$ cat config.mk
export PLATFORM = sky130hd
export DESIGN_NAME = dual_sensor_safety_mode_selector
export DESIGN_NICKNAME = d
export VERILOG_FILES = /design/src/sv/dssms_pkg.sv /design/src/sv/dssms_mode.sv /design/src/sv/dssms_pos.sv /design/src/sv/dual_sensor_safety_mode_selector.sv
export SDC_FILE = /design/constraint.sdc
export NUM_CORES = 1
export LEC_CHECK = 0
export BUFFER_PORTS_ARGS = -buffer_cell sky130_fd_sc_hd__buf_2
export CELL_PAD_IN_SITES_DETAIL_PLACEMENT = 0
export CELL_PAD_IN_SITES_GLOBAL_PLACEMENT = 2
export CORE_AREA = 5 5 194 196
export CTS_BUF_LIST = sky130_fd_sc_hd__clkbuf_4 sky130_fd_sc_hd__clkbuf_8
export CTS_CLUSTER_SIZE = 28
export DETAILED_ROUTE_END_ITERATION = 16
export DIE_AREA = 0 0 199 201
export PLACE_DENSITY = 0.91
export SYNTH_ARGS = -nofsm -noshare
export SYNTH_HDL_FRONTEND = slang
export SYNTH_SLANG_ARGS = --single-unit
$ cat constraint.sdc
create_clock -name clock -period 13.9 [get_ports clock]
set_input_delay 2.78 -clock clock [delete_from_list [all_inputs] [get_ports clock]]
set_output_delay 2.78 -clock clock [all_outputs]
set_load 0.005 [all_outputs]
$ cat src/sv/dssms_pkg.sv
// package for the dual sensor safety mode selector
// holds transaction payload types, mode codes and the position cap helper
// no dependencies
package dssms_pkg;

   // mode codes
   localparam logic [1:0] MODE_NORMAL = 2'd0;
   localparam logic [1:0] MODE_S1_ONLY = 2'd1;
   localparam logic [1:0] MODE_S2_ONLY = 2'd2;
   localparam logic [1:0] MODE_FAIL = 2'd3;

   // fault flag bit positions
   localparam int FLAG_BOTH = 0;
   localparam int FLAG_S1 = 1;
   localparam int FLAG_S2 = 2;

   // configuration register indexes
   localparam logic [1:0] CSR_DEFAULT_POSITION = 2'd0;
   localparam logic [1:0] CSR_DEFAULT_CLOSED_STOP = 2'd1;
   localparam logic [1:0] CSR_DEFAULT_OPEN_STOP = 2'd2;
   localparam logic [1:0] CSR_DEFAULT_LIMP_HOME = 2'd3;

   // saturation limits
   localparam logic [10:0] POS_CAP = 11'd1024;
   localparam logic [7:0] BYTE_CAP = 8'd255;

   typedef struct packed {
      logic [2:0] fault_flags;
      logic filter_inhibit;
      logic [15:0] sensor1_raw_pos;
      logic [15:0] sensor1_filt_pos;
      logic [15:0] sensor2_raw_pos;
      logic [15:0] sensor2_filt_pos;
      logic [15:0] sensor1_closed;
      logic [15:0] sensor1_open;
      logic [15:0] sensor2_closed;
      logic [15:0] sensor2_open;
      logic [15:0] sensor1_limp;
      logic [15:0] sensor2_limp;
   } req_payload_type;

   typedef struct packed {
      logic [1:0] mode;
      logic mode_changed;
      logic [10:0] selected_pos;
      logic [7:0] pos_byte;
      logic [10:0] closed_stop;
      logic [10:0] open_stop;
      logic [10:0] limp_offset;
   } rsp_payload_type;

   // configured defaults used in failure mode
   typedef struct packed {
      logic [15:0] position;
      logic [15:0] closed_stop;
      logic [15:0] open_stop;
      logic [15:0] limp_home;
   } defaults_type;

   // mode and latched stops from the mode unit
   typedef struct packed {
      logic [1:0] mode;
      logic mode_changed;
      logic [10:0] closed_stop;
      logic [10:0] open_stop;
      logic [10:0] limp_offset;
   } mode_status_type;

   // saturate a 16-bit position to 1024
   function automatic logic [10:0] cap_pos(input logic [15:0] v);
      logic [10:0] r;
      if (v > {5'd0, POS_CAP}) begin
         r = POS_CAP;
      end else begin
         r = v[10:0];
      end
      return r;
   endfunction

endpackage

$ cat src/sv/dssms_mode.sv
// mode update and stop relatch for the dual sensor safety mode selector
// holds the mode, refresh and latched stop registers
// depends on dssms_pkg
module dssms_mode import dssms_pkg::*; (
   input logic clock,
   input logic reset,
   input logic advance,
   input req_payload_type item,
   input defaults_type dflt,
   output mode_status_type status
);

   logic [1:0] mode_ff, mode_in;
   logic refresh_ff;
   logic [10:0] closed_ff, open_ff, limp_ff;
   logic relatch;
   logic [15:0] closed_src, open_src, limp_src;
   logic [10:0] closed_new, open_new, limp_new;

   // next mode from the fault flags; failure is sticky while any flag stays
   always_comb begin
      if (item.fault_flags[FLAG_BOTH] ||
          (item.fault_flags[FLAG_S1] && item.fault_flags[FLAG_S2])) begin
         mode_in = MODE_FAIL;
      end else if (item.fault_flags[FLAG_S2]) begin
         mode_in = (mode_ff != MODE_FAIL) ? MODE_S1_ONLY : MODE_FAIL;
      end else if (item.fault_flags[FLAG_S1]) begin
         mode_in = (mode_ff != MODE_FAIL) ? MODE_S2_ONLY : MODE_FAIL;
      end else begin
         mode_in = MODE_NORMAL;
      end
   end

   assign relatch = (mode_in != mode_ff) || refresh_ff;

   // stop source by new mode
   always_comb begin
      case (mode_in)
         MODE_NORMAL, MODE_S1_ONLY: begin
            closed_src = item.sensor1_closed;
            open_src = item.sensor1_open;
            limp_src = item.sensor1_limp;
         end
         MODE_S2_ONLY: begin
            closed_src = item.sensor2_closed;
            open_src = item.sensor2_open;
            limp_src = item.sensor2_limp;
         end
         default: begin
            closed_src = dflt.closed_stop;
            open_src = dflt.open_stop;
            limp_src = dflt.limp_home;
         end
      endcase
   end

   // capped stops and clamped limp offset from the new closed stop
   always_comb begin
      closed_new = cap_pos(closed_src);
      open_new = cap_pos(open_src);
      if (limp_src <= {5'd0, closed_new}) begin
         limp_new = 11'd0;
      end else begin
         limp_new = cap_pos(limp_src - {5'd0, closed_new});
      end
   end

   // state registers, updated once per transaction
   always_ff @(posedge clock) begin
      if (reset) begin
         mode_ff <= MODE_NORMAL;
         refresh_ff <= 1'b1;
         closed_ff <= 11'd0;
         open_ff <= 11'd0;
         limp_ff <= 11'd0;
      end else if (advance) begin
         mode_ff <= mode_in;
         refresh_ff <= 1'b0;
         if (relatch) begin
            closed_ff <= closed_new;
            open_ff <= open_new;
            limp_ff <= limp_new;
         end
      end
   end

   assign status.mode = mode_in;
   assign status.mode_changed = relatch;
   assign status.closed_stop = relatch ? closed_new : closed_ff;
   assign status.open_stop = relatch ? open_new : open_ff;
   assign status.limp_offset = relatch ? limp_new : limp_ff;

endmodule

$ cat src/sv/dssms_pos.sv
// position select, cap and byte rounding for the safety mode selector
// purely combinational, driven by the new mode
// depends on dssms_pkg
module dssms_pos import dssms_pkg::*; (
   input logic [1:0] mode,
   input req_payload_type item,
   input logic [15:0] default_position,
   output logic [10:0] selected_pos,
   output logic [7:0] pos_byte
);

   logic [15:0] s1_pos, s2_pos, src;
   logic [11:0] rounded;

   assign s1_pos = item.filter_inhibit ? item.sensor1_raw_pos : item.sensor1_filt_pos;
   assign s2_pos = item.filter_inhibit ? item.sensor2_raw_pos : item.sensor2_filt_pos;

   // source by mode
   always_comb begin
      case (mode)
         MODE_NORMAL, MODE_S1_ONLY: src = s1_pos;
         MODE_S2_ONLY: src = s2_pos;
         default: src = default_position;
      endcase
   end

   // cap, then round to quarter steps and saturate to a byte
   always_comb begin
      selected_pos = cap_pos(src);
      rounded = ({1'b0, selected_pos} + 12'd2) >> 2;
      if (rounded > {4'd0, BYTE_CAP}) begin
         pos_byte = BYTE_CAP;
      end else begin
         pos_byte = rounded[7:0];
      end
   end

endmodule

$ cat src/sv/dual_sensor_safety_mode_selector.sv
// Dual sensor throttle safety mode selector. Each request transaction carries fault
// flags, both sensors' positions and learned stops; each one yields exactly one
// response transaction with the updated mode, the selected position (capped at
// 1024), its rounded byte form and the latched closed/open stops and limp offset,
// which are relatched on a mode change and on the first transaction after reset.
// The block is a two-register pipeline: an input register and a result register
// with short logic between them, so it takes one transaction per cycle while the
// response side does not stall. The user must write the default registers through
// the csr port (always ready) only while idle; the block does not enforce this.
// Depends on dssms_pkg, dssms_mode and dssms_pos.
module dual_sensor_safety_mode_selector import dssms_pkg::*; (
   input logic clock,
   input logic reset,
   input logic req_valid,
   output logic req_stall,
   input req_payload_type req_payload,
   output logic rsp_valid,
   input logic rsp_stall,
   output rsp_payload_type rsp_payload,
   input logic csr_valid,
   output logic csr_ready,
   input logic [1:0] csr_index,
   input logic [15:0] csr_data
);

   logic s1_vld_ff;
   req_payload_type s1_data_ff;
   logic rsp_vld_ff;
   rsp_payload_type rsp_data_ff, rsp_data_in;
   defaults_type dflt_ff;
   logic advance;
   mode_status_type status;
   logic [10:0] selected_pos;
   logic [7:0] pos_byte;

   // handshake: stage one moves on when the result register is free or drains
   assign advance = s1_vld_ff && (!rsp_vld_ff || !rsp_stall);
   assign req_stall = s1_vld_ff && !advance;
   assign csr_ready = 1'b1;

   // configuration registers
   always_ff @(posedge clock) begin
      if (reset) begin
         dflt_ff <= '0;
      end else if (csr_valid && csr_ready) begin
         case (csr_index)
            CSR_DEFAULT_POSITION: dflt_ff.position <= csr_data;
            CSR_DEFAULT_CLOSED_STOP: dflt_ff.closed_stop <= csr_data;
            CSR_DEFAULT_OPEN_STOP: dflt_ff.open_stop <= csr_data;
            CSR_DEFAULT_LIMP_HOME: dflt_ff.limp_home <= csr_data;
            default: dflt_ff <= dflt_ff;
         endcase
      end
   end

   // input register
   always_ff @(posedge clock) begin
      if (reset) begin
         s1_vld_ff <= 1'b0;
      end else if (!req_stall) begin
         s1_vld_ff <= req_valid;
      end
   end

   always_ff @(posedge clock) begin
      if (req_valid && !req_stall) begin
         s1_data_ff <= req_payload;
      end
   end

   dssms_mode u_mode (
      .clock(clock),
      .reset(reset),
      .advance(advance),
      .item(s1_data_ff),
      .dflt(dflt_ff),
      .status(status)
   );

   dssms_pos u_pos (
      .mode(status.mode),
      .item(s1_data_ff),
      .default_position(dflt_ff.position),
      .selected_pos(selected_pos),
      .pos_byte(pos_byte)
   );

   // result assembly
   always_comb begin
      rsp_data_in.mode = status.mode;
      rsp_data_in.mode_changed = status.mode_changed;
      rsp_data_in.selected_pos = selected_pos;
      rsp_data_in.pos_byte = pos_byte;
      rsp_data_in.closed_stop = status.closed_stop;
      rsp_data_in.open_stop = status.open_stop;
      rsp_data_in.limp_offset = status.limp_offset;
   end

   // result register
   always_ff @(posedge clock) begin
      if (reset) begin
         rsp_vld_ff <= 1'b0;
      end else if (advance) begin
         rsp_vld_ff <= 1'b1;
      end else if (!rsp_stall) begin
         rsp_vld_ff <= 1'b0;
      end
   end

   always_ff @(posedge clock) begin
      if (advance) begin
         rsp_data_ff <= rsp_data_in;
      end
   end

   assign rsp_valid = rsp_vld_ff;
   assign rsp_payload = rsp_data_ff;

   // failure is left only when every fault flag is clear
   a_fail_sticky: assert property (@(posedge clock) disable iff (reset)
      (advance && rsp_data_in.mode == MODE_FAIL && s1_data_ff.fault_flags != 3'd0)
      |=> (advance || $past(advance)) && rsp_payload.mode == MODE_FAIL)
      else $error("failure mode left with a fault flag set");

   // a changed mode always reports a relatch
   a_relatch_on_change: assert property (@(posedge clock) disable iff (reset)
      (advance && rsp_vld_ff && !rsp_stall && rsp_data_in.mode != rsp_payload.mode)
      |-> rsp_data_in.mode_changed)
      else $error("mode change without relatch");

   // selected position, closed stop and limp offset stay within the cap
   a_caps: assert property (@(posedge clock) disable iff (reset)
      rsp_valid |-> (rsp_payload.selected_pos <= POS_CAP &&
                     rsp_payload.closed_stop <= POS_CAP &&
                     rsp_payload.limp_offset <= POS_CAP))
      else $error("position value above cap");

endmodule

==> results of run 1 <==
## metal layers
metal | share of wire | GRT usage | up-vias | wire length, um
met3 | 0.069 | 0.0425 | 69 | 2500
li1 | - | - | 4634 | -
met4 | 0.025 | 0.0625 | 6 | 889
met2 | 0.47 | 0.288 | 299 | 16900
met5 | 0.00091 | 0 | - | 33
met1 | 0.44 | 0.240 | 4553 | 15900
## state kept, by name, indices dropped and copies added, names as in the netlist, 2 cells and up
register          flops
s1_data_ff          164
dflt_ff              64
rsp_payload          55
u_mode.closed_ff     11
u_mode.limp_ff       11
u_mode.open_ff       11
u_mode.mode_ff        2
## area by class of cell
| type | instances | area, um^2 | area share |
|---|---|---|---|
| Timing Repair Buffer | 256 | 1310 | 0.0833 |
| Multi-Input combinational cell | 739 | 4110 | 0.261 |
| Antenna cell | 5 | 12.5 | 0.000793 |
| Clock buffer | 72 | 878 | 0.0557 |
| Clock inverter | 29 | 204 | 0.0129 |
| Sequential cell | 321 | 8620 | 0.546 |
| Tap cell | 468 | 586 | 0.0371 |
| Inverter | 13 | 48.8 | 0.00309 |
## how the worst max path moves through the flow
| stage | endpoint | slack [ps] | cells past startpoint |
|---|---|---|---|
| 3_5_place_dp | req_stall | 7860 | 3 |
| 3_3_place_gp | req_stall | 7860 | 3 |
| 5_1_grt | req_stall | 7820 | 3 |
| 2_1_floorplan | s1_data_ff[0] | 2950 | 2 |
| 6_report | req_stall | 7860 | 3 |
| 4_1_cts | req_stall | 7860 | 3 |
## worst max-delay path, delay by kind of cell
family	cells	cell delay, ps
buffers and inverters	2	240
AND/OR/NAND/NOR	1	240
## placed cells by master (no fill, tap or decap), types with 6 or more instances in the layout
cell,instances
a211oi_1,10
a21o_1,8
a21oi_1,100
a22o_1,7
a311o_1,8
a31oi_1,16
buf_2,243
buf_4,13
clkbuf_4,18
clkbuf_8,54
clkinv_1,16
clkinv_2,7
dfxtp_1,102
edfxtp_1,219
ha_1,12
inv_1,10
mux2i_1,22
nand2_1,266
nand2b_1,9
nand3_1,9
nor2_1,65
nor2b_1,13
nor3_1,13
nor4_1,7
o211ai_1,9
o21ai_0,46
o31ai_1,13
o41ai_1,7
or2_2,7
or3_1,8
or4_1,9
xnor2_1,7
xor2_1,6
## cell usage after synthesis (8+ instances only)
library cell	count	area, um^2
nand2_1	266	998
edfxtp_1	219	6580
dfxtp_1	102	2040
a21oi_1	101	505
nor2_1	65	244
o21ai_0	46	230
clkbuf_1	42	158
mux2i_1	22	220
a31oi_1	16	100
nor2b_1	14	87.6
nor3_1	13	65.1
o31ai_1	13	97.6
ha_1	12	150
a211oi_1	10	75.1
buf_2	10	50.1
inv_1	10	37.5
buf_1	9	33.8
nand2b_1	9	56.3
nand3_1	9	45.0
o211ai_1	9	67.6
or4_1	9	67.6
a21o_1	8	60.1
a311o_1	8	80.1
or3_1	8	50.1
## stage by stage
step,setup slack (ps),hold WS (ps)
after floorplan,2950,420
after global placement,7860,434
after detailed placement,7860,436
after CTS,7860,451
after global routing,7820,467
final,7860,452
## where the power goes
| part | leakage [nW] | switching [mW] | internal (mW) |
|---|---|---|---|
| registers | 2.93 | 0.0179 | 1.08 |
| logic | 2.35 | 0.168 | 0.0936 |
| clock network | 0.571 | 0.390 | 0.453 |
## cell families (layout without fill, tap and decap cells)
group | Yosys count | in the layout | share of synthesized area
fa+ha+maj | 13 | 13 | 0.0131
flops | 321 | 321 | 0.662
buf+inv | 77 | 370 | 0.0246
other cells | 1 | 6 | 0.000288
mux | 27 | 27 | 0.0212
compound gates | 259 | 259 | 0.128
simple gates | 426 | 426 | 0.142
xor+xnor | 13 | 13 | 0.00875
==> impl_metrics.json, run 1 <==
{
  "cts-resized-gates": 0,
  "min_path_cells": 2,
  "cp.arrival_ps": 3260,
  "tns_ps": 0,
  "syn-num-nets": 1337,
  "skew_ps": 36.7,
  "synth-seq-area-share": 0.662,
  "finalPower_mw": 2.20,
  "async_flop_share": 0,
  "cts-root-buf": "clkbuf_8",
  "drv_cap": 0,
  "crit_chain": "buf_2 > and3_1 > buf_2",
  "first_pass_iters": 5,
  "period_minus_slack_ps": 6040,
  "yosys_most_used_dff": "edfxtp_1",
  "tritoncts": "done",
  "power_density_nw_per_um2": 140,
  "dpl.hpwl_mm": 24.9,
  "antenna_found_initial": 8,
  "synth_edf_count": 219,
  "synthesis.area_um2": 13000,
  "worstRegToRegCells": 14,
  "crit_required_ps": 11120,
  "final_max_slew_viol_count": 0,
  "syn_inst": 1137,
  "synth-seq-cells": 321,
  "gr-total-overflow": 0,
  "grt_start_max_net_pins": 83,
  "fin_cells": 1903,
  "ctsHoldBuffers": 0,
  "yosys.cell_types.count": 73,
  "drt_iter0_markers": 678,
  "drc": 0,
  "die_h_um": 201,
  "dp.cells": 1797,
  "max_freq_mhz": 166,
  "viasPerCell": 5.02,
  "final_layout_size_suffix_gt1_frac": 0.260,
  "htree_levels": 2,
  "gp_congestion": 0.852,
  "period_share": 0.434,
  "synthToLayoutAreaGrowth_pct": 21.2,
  "drtAntennaViolNets": 0,
  "cts.path.max_buffers": 3,
  "worstReg2RegStart": "u_mode.mode_ff[0]",
  "r2r-end": "rsp_payload[2]",
  "hold_viol": 0,
  "cts_buffers": 54,
  "max_stage_delay_ps": 240,
  "drt-total-wl_mm": 36.2,
  "relSlewSlack": 0.259,
  "setup_viol": 0,
  "vias": 9561,
  "grt_pass1_wl_mm": 55.5,
  "crit_fanout": 3,
  "pin_count": 245,
  "placed_area_um2": 14700,
  "cp-startpoint": "rsp_stall",
  "core_um2": 35900,
  "port_buffers": 243,
  "hold_class": "flop to flop",
  "fp.dieW_um": 199,
  "status": "finished clean",
  "grt_usage": 0.180,
  "ff2ff_setup_slack_ps": 8390,
  "critical_path_class": "primary input to primary output",
  "final_core_util": 0.439,
  "whs_endpoint": "u_mode.open_ff[2]",
  "cpMostUsedCell": "buf_2",
  "start_util": 0.362,
  "startpoint_type": "primary input",
  "cts_setup_buffers": 0,
  "die_area_um2": 40000,
  "power_leakage_nw": 5.85,
  "wl_per_cell_um": 19.0,
  "hold_start": "u_mode.open_ff[2]",
  "fillers": 3456,
  "grt_pass1_vias": 9561,
  "nNetsFinal": 1585,
  "placementRows": 70,
  "clock_sinks": 321,
  "clock_latency_ps": 650,
  "rsz0062_at_grt": "false",
  "clkTransAtPathRegs_ps": 60,
  "worst_slew_pin_slew_ps": 1110,
  "syn_avg_cell_area_um2": 11.4,
  "design_area_um2": 15800,
  "critPathSlowestCell": "and3_1",
  "yosys_warnings": 0,
  "endpoint_kind": "primary output",
  "vdd_drop_max_uv": 92.9
}
Power figures use the tool's default switching activity.
==> inputs of run 2 (changes only) <==
==> constraint.sdc (replaced) <==
create_clock -name clock -period 6.1 [get_ports clock]
set_input_delay 1.22 -clock clock [delete_from_list [all_inputs] [get_ports clock]]
set_output_delay 1.22 -clock clock [all_outputs]
set_load 0.005 [all_outputs]
==> run 2 against run 1 <==
Clock-buffer cell count rose by 5. Flip-flop and latch count did not move. Clock skew fell by 2.9 ps. Design area rose by 0.43%. Via count fell by 0.62%. Global-route usage barely moved. Hold slack got worse by 1.6 ps. Die area did not move. Core utilization rose by 0.19 points. Sequential power rose by 130%. Combinational power rose by 130%. Power rose by 130%. Critical endpoint is now rsp_payload[4]. Largest power group unchanged.
==> impl_metrics.json, run 2 (synthesis results as in run 1) <==
{
  "hold_class": "flop to flop",
  "final_core_util": 0.441,
  "fp.dieW_um": 199,
  "cts_setup_buffers": 0,
  "grt_pass1_wl_mm": 55.6,
  "die_h_um": 201,
  "pin_count": 245,
  "largest_register_ff_count": 164,
  "clock_latency_ps": 630,
  "vdd_drop_max_uv": 188,
  "crit_family": "compound AO/OA/AOI/OAI gates",
  "drt_iter0_markers": 509,
  "antenna_found_initial": 11,
  "wl_per_cell_um": 19.2,
  "die_area_um2": 40000,
  "crit_fanout": 21,
  "power_density_nw_per_um2": 321,
  "ctsHoldBuffers": 0,
  "gp_congestion": 0.875,
  "clock_sinks": 321,
  "setup_viol": 0,
  "tns_ps": 0,
  "hold_viol": 0,
  "gr-total-overflow": 0,
  "cts_buffers": 54,
  "final_layout_size_suffix_gt1_frac": 0.263,
  "critical_path_class": "flop to flop",
  "grt_usage": 0.179,
  "grt_pass1_vias": 9629,
  "vias": 9502,
  "period_minus_slack_ps": 5130,
  "period_share": 0.841,
  "critPathBufInv": 2,
  "viasPerCell": 5.00,
  "whs_ps": 450,
  "largestRegisters": "s1_data_ff (164), dflt_ff (64), rsp_payload (55)",
  "rsz0062_at_grt": "false",
  "drt-total-wl_mm": 36.6,
  "core_um2": 35900,
  "clkTransAtPathRegs_ps": 60,
  "skew_ps": 33.8,
  "htree_levels": 2,
  "status": "finished clean",
  "drc": 0,
  "cts-root-buf": "clkbuf_8",
  "critPathSlowestCell": "o21ai_1",
  "cp.arrival_ps": 5450,
  "port_buffers": 243,
  "max_freq_mhz": 195,
  "top_register": "s1_data_ff",
  "dpl.hpwl_mm": 25.4,
  "final_max_slew_viol_count": 0,
  "power_leakage_nw": 5.88,
  "cts-resized-gates": 0,
  "start_util": 0.362,
  "tritoncts": "done",
  "first_pass_iters": 5,
  "relSlewSlack": 0.281,
  "startpoint_type": "flop",
  "endpoint_kind": "flop",
  "worst_slew_pin_slew_ps": 1080,
  "final_common_cell": "nand2_1",
  "layout_common_cells": "nand2_1, buf_2, edfxtp_1",
  "cts.path.max_buffers": 3,
  "placementRows": 70,
  "drtAntennaViolNets": 0,
  "crit_required_ps": 6420,
  "nNetsFinal": 1585,
  "crit_chain": "a311oi_4 > buf_4 > nand3_1 > o41ai_1 > a21oi_1 > buf_4 > a311oi_1 > ha_1 > fa_1 > nor2b_1 > o211ai_1 > a21oi_1 > or3_1 > and4_1 > o21ai_1 > o41ai_1",
  "synthToLayoutAreaGrowth_pct": 21.7,
  "max_stage_delay_ps": 730,
  "grt_start_max_net_pins": 165,
  "drv_cap": 0
}
[run 2: cell types whose count changed in the layout (fill, tap and decap cells not counted), sizes merged]
cell and change:
bufinv +1, clkbuf +5, clkinv -3, diode -3
inv -2
[run 2: worst register-to-register path: stages, from the launching register on]
cell and delay (ps):
edfxtp_1 520, a311oi_4 350, buf_4 370, nand3_1 180
o41ai_1 100, a21oi_1 140, buf_4 210, a311oi_1 390
ha_1 270, fa_1 230, nor2b_1 90, o211ai_1 310
a21oi_1 130, or3_1 300, and4_1 270, o21ai_1 730
o41ai_1 220
[run 2: final cells by class]
cell class | instances | area, um^2
fillers | 3445 | 20100
flip-flops and latches | 321 | 8620
multi-input cells | 739 | 4110
repair buffers | 256 | 1340
clock buffers | 77 | 935
well taps | 468 | 586
clock inverters | 25 | 195
inverters | 13 | 48.8
diodes | 2 | 5.00
[run 2: per-layer routing]
| metal | vias to the layer above | global-route usage | wire length [um] |
|---|---|---|---|
| met1 | 4496 | 0.238 | 16000 |
| li1 | 4630 | - | - |
| met3 | 79 | 0.0502 | 2470 |
| met2 | 279 | 0.288 | 17100 |
| met4 | 18 | 0.0528 | 836 |
| met5 | - | 0 | 115 |
[run 2: per-stage QoR]
| stage | setup slack, ps | area [um^2] | cells | total power, mW |
|---|---|---|---|---|
| after CTS | 1010 | 15800 | 1899 | 5.15 |
| after global placement | 1190 | 14700 | 1797 | 3.13 |
| after global routing | 651 | 15800 | 1900 | 5.32 |
| after floorplan | 1460 | 13000 | 1137 | 2.90 |
| after detailed placement | 1060 | 14700 | 1797 | 3.14 |
| final | 967 | 15800 | 1901 | 5.08 |
[run 2: worst paths after layout]
check	start	end	slack, ps	cells after the start
worst max-delay path	s1_data_ff[162]	rsp_payload[4]	970	16
worst min-delay path	u_mode.limp_ff[2]	u_mode.limp_ff[2]	450	2
worst max register to register	s1_data_ff[162]	rsp_payload[4]	970	16
worst min register to register	u_mode.limp_ff[2]	u_mode.limp_ff[2]	450	2
[run 2: report_power, final]
group / leakage (nW) / internal [mW] / total [mW] / switching [mW]
clock: 0.596 / 1.12 / 1.99 / 0.871
sequential: 2.93 / 2.46 / 2.50 / 0.0441
combinational: 2.36 / 0.216 / 0.591 / 0.376
total: 5.88 / 3.79 / 5.08 / 1.29
